==> config.mk <==
export PLATFORM = sky130hd
export DESIGN_NAME = pm0_ctrl
export DESIGN_NICKNAME = d
export VERILOG_FILES = /design/src/rtl/core/pm0_pkg.sv /design/src/rtl/core/pm0_ctrl.sv
export SDC_FILE = /design/constraint.sdc
export NUM_CORES = 1
export LEC_CHECK = 0
export BUFFER_PORTS_ARGS = -buffer_cell sky130_fd_sc_hd__buf_2
export CORE_MARGIN = 10
export CORE_UTILIZATION = 49
export DETAILED_ROUTE_END_ITERATION = 10
export GPL_ROUTABILITY_DRIVEN = 1
export PLACE_DENSITY = 0.86
export SLEW_MARGIN = 0
export SYNTH_ARGS = -nofsm -noshare
export SYNTH_HDL_FRONTEND = slang
export SYNTH_SLANG_ARGS = --single-unit
==> constraint.sdc <==
create_clock -name clk_i -period 2.45 [get_ports clk_i]
set_input_delay 0.3675 -clock clk_i [delete_from_list [all_inputs] [get_ports clk_i]]
set_output_delay 0.3675 -clock clk_i [all_outputs]
set_load 0.05 [all_outputs]
==> src/rtl/core/pm0_pkg.sv <==
// Shared types, opcodes and defaults for the PM/0 execute core.
// No dependencies; used by every file under rtl/core but pm0_md.
package pm0_pkg;

  localparam int MemWordsDef   = 512;
  localparam int WordBitsDef   = 32;
  localparam int MaxLevelDef   = 7;
  localparam int InitSpReset   = 500;
  localparam int WordsPerInstr = 3;
  localparam int InDataBits    = 72;
  localparam int OutDataBits   = 96;

  localparam logic [3:0] OP_LIT = 4'd1;
  localparam logic [3:0] OP_OPR = 4'd2;
  localparam logic [3:0] OP_LOD = 4'd3;
  localparam logic [3:0] OP_STO = 4'd4;
  localparam logic [3:0] OP_CAL = 4'd5;
  localparam logic [3:0] OP_INC = 4'd6;
  localparam logic [3:0] OP_JMP = 4'd7;
  localparam logic [3:0] OP_JPC = 4'd8;
  localparam logic [3:0] OP_SYS = 4'd9;

  localparam logic [31:0] OPR_RET = 32'd0;
  localparam logic [31:0] OPR_ADD = 32'd1;
  localparam logic [31:0] OPR_SUB = 32'd2;
  localparam logic [31:0] OPR_MUL = 32'd3;
  localparam logic [31:0] OPR_DIV = 32'd4;
  localparam logic [31:0] OPR_EQL = 32'd5;
  localparam logic [31:0] OPR_NEQ = 32'd6;
  localparam logic [31:0] OPR_LSS = 32'd7;
  localparam logic [31:0] OPR_LEQ = 32'd8;
  localparam logic [31:0] OPR_GTR = 32'd9;
  localparam logic [31:0] OPR_GEQ = 32'd10;

  localparam logic [31:0] SYS_OUT  = 32'd1;
  localparam logic [31:0] SYS_IN   = 32'd2;
  localparam logic [31:0] SYS_HALT = 32'd3;

  typedef enum logic [1:0] {
    ERR_NONE, ERR_DIV0, ERR_RANGE, ERR_OPCODE
  } err_e;

  typedef enum logic [1:0] {
    RD_LINK, RD_FIRST, RD_SECOND, RD_TOP
  } rd_sel_e;

  typedef enum logic [3:0] {
    ST_CLEAR, ST_IDLE, ST_DECODE, ST_LINK, ST_LINK_WAIT, ST_POST,
    ST_RD1, ST_RD1_WAIT, ST_RD2, ST_RD2_WAIT, ST_CHECK, ST_MD,
    ST_WRITE, ST_COMMIT, ST_TOP, ST_TOP_WAIT
  } state_e;

  typedef struct packed {
    logic       clr_wr;
    logic       load;
    logic       rd_en;
    rd_sel_e    rd_sel;
    logic       ld_a;
    logic       ld_b;
    logic       link_init;
    logic       link_step;
    logic       md_start;
    logic       wr_en;
    logic [1:0] wr_step;
    logic       commit;
    logic       set_err;
    err_e       err;
    logic       out_load;
  } cmd_t;

  typedef struct packed {
    logic       clr_last;
    logic       halted;
    logic       bad_op;
    logic       pre_bad;
    logic       needs_link;
    logic       lev_zero;
    logic       link_bad;
    logic       post_bad;
    logic [1:0] n_reads;
    logic       final_bad;
    err_e       final_err;
    logic       needs_md;
    logic       md_done;
    logic [1:0] n_writes;
  } status_t;

endpackage

==> src/rtl/core/pm0_ctrl.sv <==
// Sequencer FSM for the PM/0 execute core: clear pass, decode, link walk,
// reads, checks, mul/div wait, writes, commit, result. Depends on pm0_pkg.
module pm0_ctrl (
  input  logic              clk_i,
  input  logic              rst_ni,
  input  logic              in_valid_i,
  output logic              in_ready_o,
  output logic              out_valid_o,
  input  logic              out_ready_i,
  input  pm0_pkg::status_t  status_i,
  output pm0_pkg::cmd_t     cmd_o
);

  pm0_pkg::state_e state_q, state_d;
  logic [1:0]      wcnt_q, wcnt_d;
  logic            ov_q, ov_d;

  always_ff @(posedge clk_i or negedge rst_ni) begin
    if (!rst_ni) begin
      state_q <= pm0_pkg::ST_CLEAR;
      wcnt_q  <= '0;
      ov_q    <= 1'b0;
    end else begin
      state_q <= state_d;
      wcnt_q  <= wcnt_d;
      ov_q    <= ov_d;
    end
  end

  always_comb begin
    cmd_o      = '0;
    state_d    = state_q;
    wcnt_d     = wcnt_q;
    ov_d       = ov_q && !out_ready_i;
    in_ready_o = 1'b0;
    case (state_q)
      pm0_pkg::ST_CLEAR: begin
        cmd_o.clr_wr = 1'b1;
        if (status_i.clr_last) begin
          state_d = pm0_pkg::ST_IDLE;
        end
      end
      pm0_pkg::ST_IDLE: begin
        in_ready_o = 1'b1;
        if (in_valid_i) begin
          cmd_o.load = 1'b1;
          state_d    = pm0_pkg::ST_DECODE;
        end
      end
      pm0_pkg::ST_DECODE: begin
        if (status_i.halted) begin
          state_d = pm0_pkg::ST_TOP;
        end else if (status_i.bad_op) begin
          cmd_o.set_err = 1'b1;
          cmd_o.err     = pm0_pkg::ERR_OPCODE;
          state_d       = pm0_pkg::ST_TOP;
        end else if (status_i.pre_bad) begin
          cmd_o.set_err = 1'b1;
          cmd_o.err     = pm0_pkg::ERR_RANGE;
          state_d       = pm0_pkg::ST_TOP;
        end else if (status_i.needs_link) begin
          cmd_o.link_init = 1'b1;
          state_d         = pm0_pkg::ST_LINK;
        end else begin
          state_d = pm0_pkg::ST_POST;
        end
      end
      pm0_pkg::ST_LINK: begin
        if (status_i.lev_zero) begin
          state_d = pm0_pkg::ST_POST;
        end else begin
          cmd_o.rd_en  = 1'b1;
          cmd_o.rd_sel = pm0_pkg::RD_LINK;
          state_d      = pm0_pkg::ST_LINK_WAIT;
        end
      end
      pm0_pkg::ST_LINK_WAIT: begin
        if (status_i.link_bad) begin
          cmd_o.set_err = 1'b1;
          cmd_o.err     = pm0_pkg::ERR_RANGE;
          state_d       = pm0_pkg::ST_TOP;
        end else begin
          cmd_o.link_step = 1'b1;
          state_d         = pm0_pkg::ST_LINK;
        end
      end
      pm0_pkg::ST_POST: begin
        if (status_i.post_bad) begin
          cmd_o.set_err = 1'b1;
          cmd_o.err     = pm0_pkg::ERR_RANGE;
          state_d       = pm0_pkg::ST_TOP;
        end else if (status_i.n_reads != 2'd0) begin
          state_d = pm0_pkg::ST_RD1;
        end else begin
          state_d = pm0_pkg::ST_CHECK;
        end
      end
      pm0_pkg::ST_RD1: begin
        cmd_o.rd_en  = 1'b1;
        cmd_o.rd_sel = pm0_pkg::RD_FIRST;
        state_d      = pm0_pkg::ST_RD1_WAIT;
      end
      pm0_pkg::ST_RD1_WAIT: begin
        cmd_o.ld_a = 1'b1;
        state_d    = (status_i.n_reads == 2'd2) ? pm0_pkg::ST_RD2 : pm0_pkg::ST_CHECK;
      end
      pm0_pkg::ST_RD2: begin
        cmd_o.rd_en  = 1'b1;
        cmd_o.rd_sel = pm0_pkg::RD_SECOND;
        state_d      = pm0_pkg::ST_RD2_WAIT;
      end
      pm0_pkg::ST_RD2_WAIT: begin
        cmd_o.ld_b = 1'b1;
        state_d    = pm0_pkg::ST_CHECK;
      end
      pm0_pkg::ST_CHECK: begin
        wcnt_d = '0;
        if (status_i.final_bad) begin
          cmd_o.set_err = 1'b1;
          cmd_o.err     = status_i.final_err;
          state_d       = pm0_pkg::ST_TOP;
        end else if (status_i.needs_md) begin
          cmd_o.md_start = 1'b1;
          state_d        = pm0_pkg::ST_MD;
        end else if (status_i.n_writes != 2'd0) begin
          state_d = pm0_pkg::ST_WRITE;
        end else begin
          state_d = pm0_pkg::ST_COMMIT;
        end
      end
      pm0_pkg::ST_MD: begin
        if (status_i.md_done) begin
          state_d = pm0_pkg::ST_WRITE;
        end
      end
      pm0_pkg::ST_WRITE: begin
        cmd_o.wr_en   = 1'b1;
        cmd_o.wr_step = wcnt_q;
        if (wcnt_q == status_i.n_writes - 2'd1) begin
          state_d = pm0_pkg::ST_COMMIT;
        end else begin
          wcnt_d = wcnt_q + 2'd1;
        end
      end
      pm0_pkg::ST_COMMIT: begin
        cmd_o.commit = 1'b1;
        state_d      = pm0_pkg::ST_TOP;
      end
      pm0_pkg::ST_TOP: begin
        cmd_o.rd_en  = 1'b1;
        cmd_o.rd_sel = pm0_pkg::RD_TOP;
        state_d      = pm0_pkg::ST_TOP_WAIT;
      end
      pm0_pkg::ST_TOP_WAIT: begin
        if (!ov_q || out_ready_i) begin
          cmd_o.out_load = 1'b1;
          ov_d           = 1'b1;
          state_d        = pm0_pkg::ST_IDLE;
        end
      end
      default: state_d = pm0_pkg::ST_IDLE;
    endcase
  end

  assign out_valid_o = ov_q;

endmodule

==> flow_summary.toml <==
[critical_path]
crit_fanout = 13
cp-end-kind = "output pin"
critPathCapture = "cmd_o[3]"
worst-path-buf-inv = 1
cp.arrival_ns = 1.97
crit_path_start = "state_q[3]"
critPathTopFamily = "simple AND/OR/NAND/NOR gates"
reg2reg_slack_ns = 0.52
startpoint_type = "register"
path_cells = "or2b_1 -> nor3_1 -> a21oi_1 -> nand2_1 -> buf_2"
crit-reg2reg-launch = "state_q[3]"
cp.depth = 5
rr_worst_depth = 5
crit_slowest_cell = "dfrtp_1"
r2r-end = "state_q[2]"
critPathKind = "register to output pin"
crit_required_ns = 2.08
cpPeakStageDelay_ns = 0.51

[die]
die_h_um = 61.5
ios = 41
die_x_um = 61.5
placementRows = 14
die_area_sq_mm = 0.00378
start_util_pct = 54.1
core_sq_mm = 0.00156

[global_routing]
grt_antenna_before_repair = 0
grt_pass1_wl_um = 4290
grt_pass1_vias = 936
grt.overflow.total = 0
grt_max_degree = 18
globalRouteTotalUtil_pct = 14.6

[timing]
setup_viol = 0
tightest_slew_ns = 0.429
fin_crit_ns = 2.33
slew_headroom_pct = 71.2
setup-tns-final_ns = 0
rsz0062_at_grt = "false"
fmax_mhz = 428
finalCritPeriodShare_pct = 95.3
final_max_slew_viol_count = 0
hold_viol_final = 0
fin_skew_ns = 0.000869

[detailed_routing]
drt-initial-drc-count = 43
antenna_left = 0
via_per_inst = 5.86
vias = 1013
routed_wl_um = 2710
drc = 0
dr.pass1.iters = 4
wl_per_cell_um = 15.7

[cts]
path_clk_slew_ns = 0.05
clock_sinks = 7
cts_max_path_buffers = 2
cts-root-buf = "clkbuf_4"
htreeDepth = 1
cts_setup_buffers = 0
cts_tree = "built"
cts_buffers = 3
insertion_delay_ns = 0.25

[job]
maxCapViolCount = 0

[place]
portBuffers = 40
gp_congestion = 0.870
place.detailed.hpwl_um = 2180

[logic_synthesis]
synth_area_leaders = "dfrtp_1 (21%), nor2_1 (8.0%), nand2_1 (5.8%)"
synth.avg_cell_area_sq_um = 7.21
synthMostInstantiatedCell = "nor2_1"
async_flop_share_pct = 100
yosysSeqAreaShare_pct = 20.8
synth_top_area_cell = "dfrtp_1"
syn-num-nets = 139
synth_top_area_share_pct = 20.8
synth_edf_count = 0
synth_common_cells = "nor2_1 (18), nand2_1 (13)"
ys.flop_type = "dfrtp_1"
synthDistinctLibCells = 40
ys_ff_latch = 7
ys_warn_count = 0
synthCells = 117
netlist_area_sq_um = 843

[power]
ir_drop_mv = 0.909
seq_power_share_pct = 17.4
p_leak_nw = 0.552
swShare_pct = 60.1
power_density_mw_per_mm2 = 1420
p_clk_share_pct = 6.8
totalPowerFinal_mw = 1.53
internal_power_mw = 0.609
p_sw_mw = 0.917
power_frac_comb_pct = 75.7

[final_layout]
diodes = 0
num-nets-final = 180
drive_gt1_share_pct = 35.0
area_growth_pct = 27.4
fill_cells = 146

[status]
status = "complete, no violations"

[min_path]
hold_class = "primary input to register"
[tightest hold or removal path, stage by stage]
cell and delay [ns]:
buf_2 0.07, nand2b_1 0.12, o21ai_0 0.09
[sequential cells by signal, summed over array words and instances (netlist names)]
register and count:
out_valid_o 1, wcnt_q 2, state_q 4
[final cells by class]
class	instances	area (sq um)	area share, %
clock buffer	4	26.3	2.44
inverter	4	15.0	1.40
multi-input combinational	99	612	56.9
sequential	7	176	16.4
tap	16	20.0	1.86
timing repair buffer	43	225	21.0
[cell families after synthesis]
family,count (synthesis),synth area share [%]
AO/OA/AOI/OAI,26,21.8
XOR/XNOR,4,4.16
adder cells (fa/ha/maj),1,1.48
buffers and inverters,11,8.01
flip-flops,7,20.8
multiplexers,4,4.90
AND/OR/NAND/NOR,64,38.9
[cell usage in the layout (no fill, tap or decap), types with 2 or more instances in the layout]
cell type and count:
inv_1 4, mux2i_1 3, a21oi_1 7, nand4b_1 2, o21bai_1 2, nand2b_1 5
nand3_1 3, nor2b_1 2, nor3_2 2, nor2_1 18, and3_1 2, a32o_1 2
buf_4 2, buf_2 40, xor2_1 3, nand2_1 13, o21ai_0 7, dfrtp_1 6
and2_1 4, nor3_1 6, clkbuf_4 3
[worst min path at each step]
| stage | endpoint | slack [ns] | from | depth (start not counted) |
|---|---|---|---|---|
| floorplan | out_valid_o | 0.07 | rst_ni | 0 |
| global placement | wcnt_q[1] | 0.21 | rst_ni | 1 |
| detailed placement | wcnt_q[1] | 0.21 | rst_ni | 1 |
| CTS | out_valid_o | 0.45 | out_ready_i | 3 |
| global route | out_valid_o | 0.50 | out_ready_i | 3 |
| finish | out_valid_o | 0.46 | out_ready_i | 3 |
[per-layer routing]
metal | GRT usage (%) | vias up | part of all wire (%)
met4 | 1.91 | 0 | 1.5
li1 | - | 492 | -
met3 | 4.94 | 4 | 9.2
met2 | 24.6 | 51 | 48
met5 | 0 | - | 0
met1 | 18.1 | 466 | 41
[repair_timing]
action | CTS | global route
setup endpoints to repair | 0 | 4
resized for setup | 0 | 2
endpoints found under the hold margin | 7 | 0
hold buffers | 1 | 0
[power by group through the flow]
stage          clock [mW]  combinational, mW  sequential [mW]
6_report            0.104               1.16            0.266
5_1_grt             0.112               1.25            0.277
4_1_cts             0.107               1.15            0.261
3_5_place_dp            0               1.15            0.262
3_3_place_gp            0               1.13            0.257
2_1_floorplan           0              0.972            0.233
[per-stage QoR]
stage          hold WS, ns  instances  instance area (sq um)  util (%)  setup slack, ns
5_1_grt              0.501        173                   1070      68.9           0.0315
2_1_floorplan       0.0719        117                    850         -           0.0725
4_1_cts              0.452        173                   1070      68.5           0.0364
3_5_place_dp         0.206        168                   1030      66.2            0.309
3_3_place_gp         0.206        168                   1030      66.2            0.430
6_report             0.458        173                   1070      68.9            0.116
No activity file was read; power rests on OpenSTA's default activity.
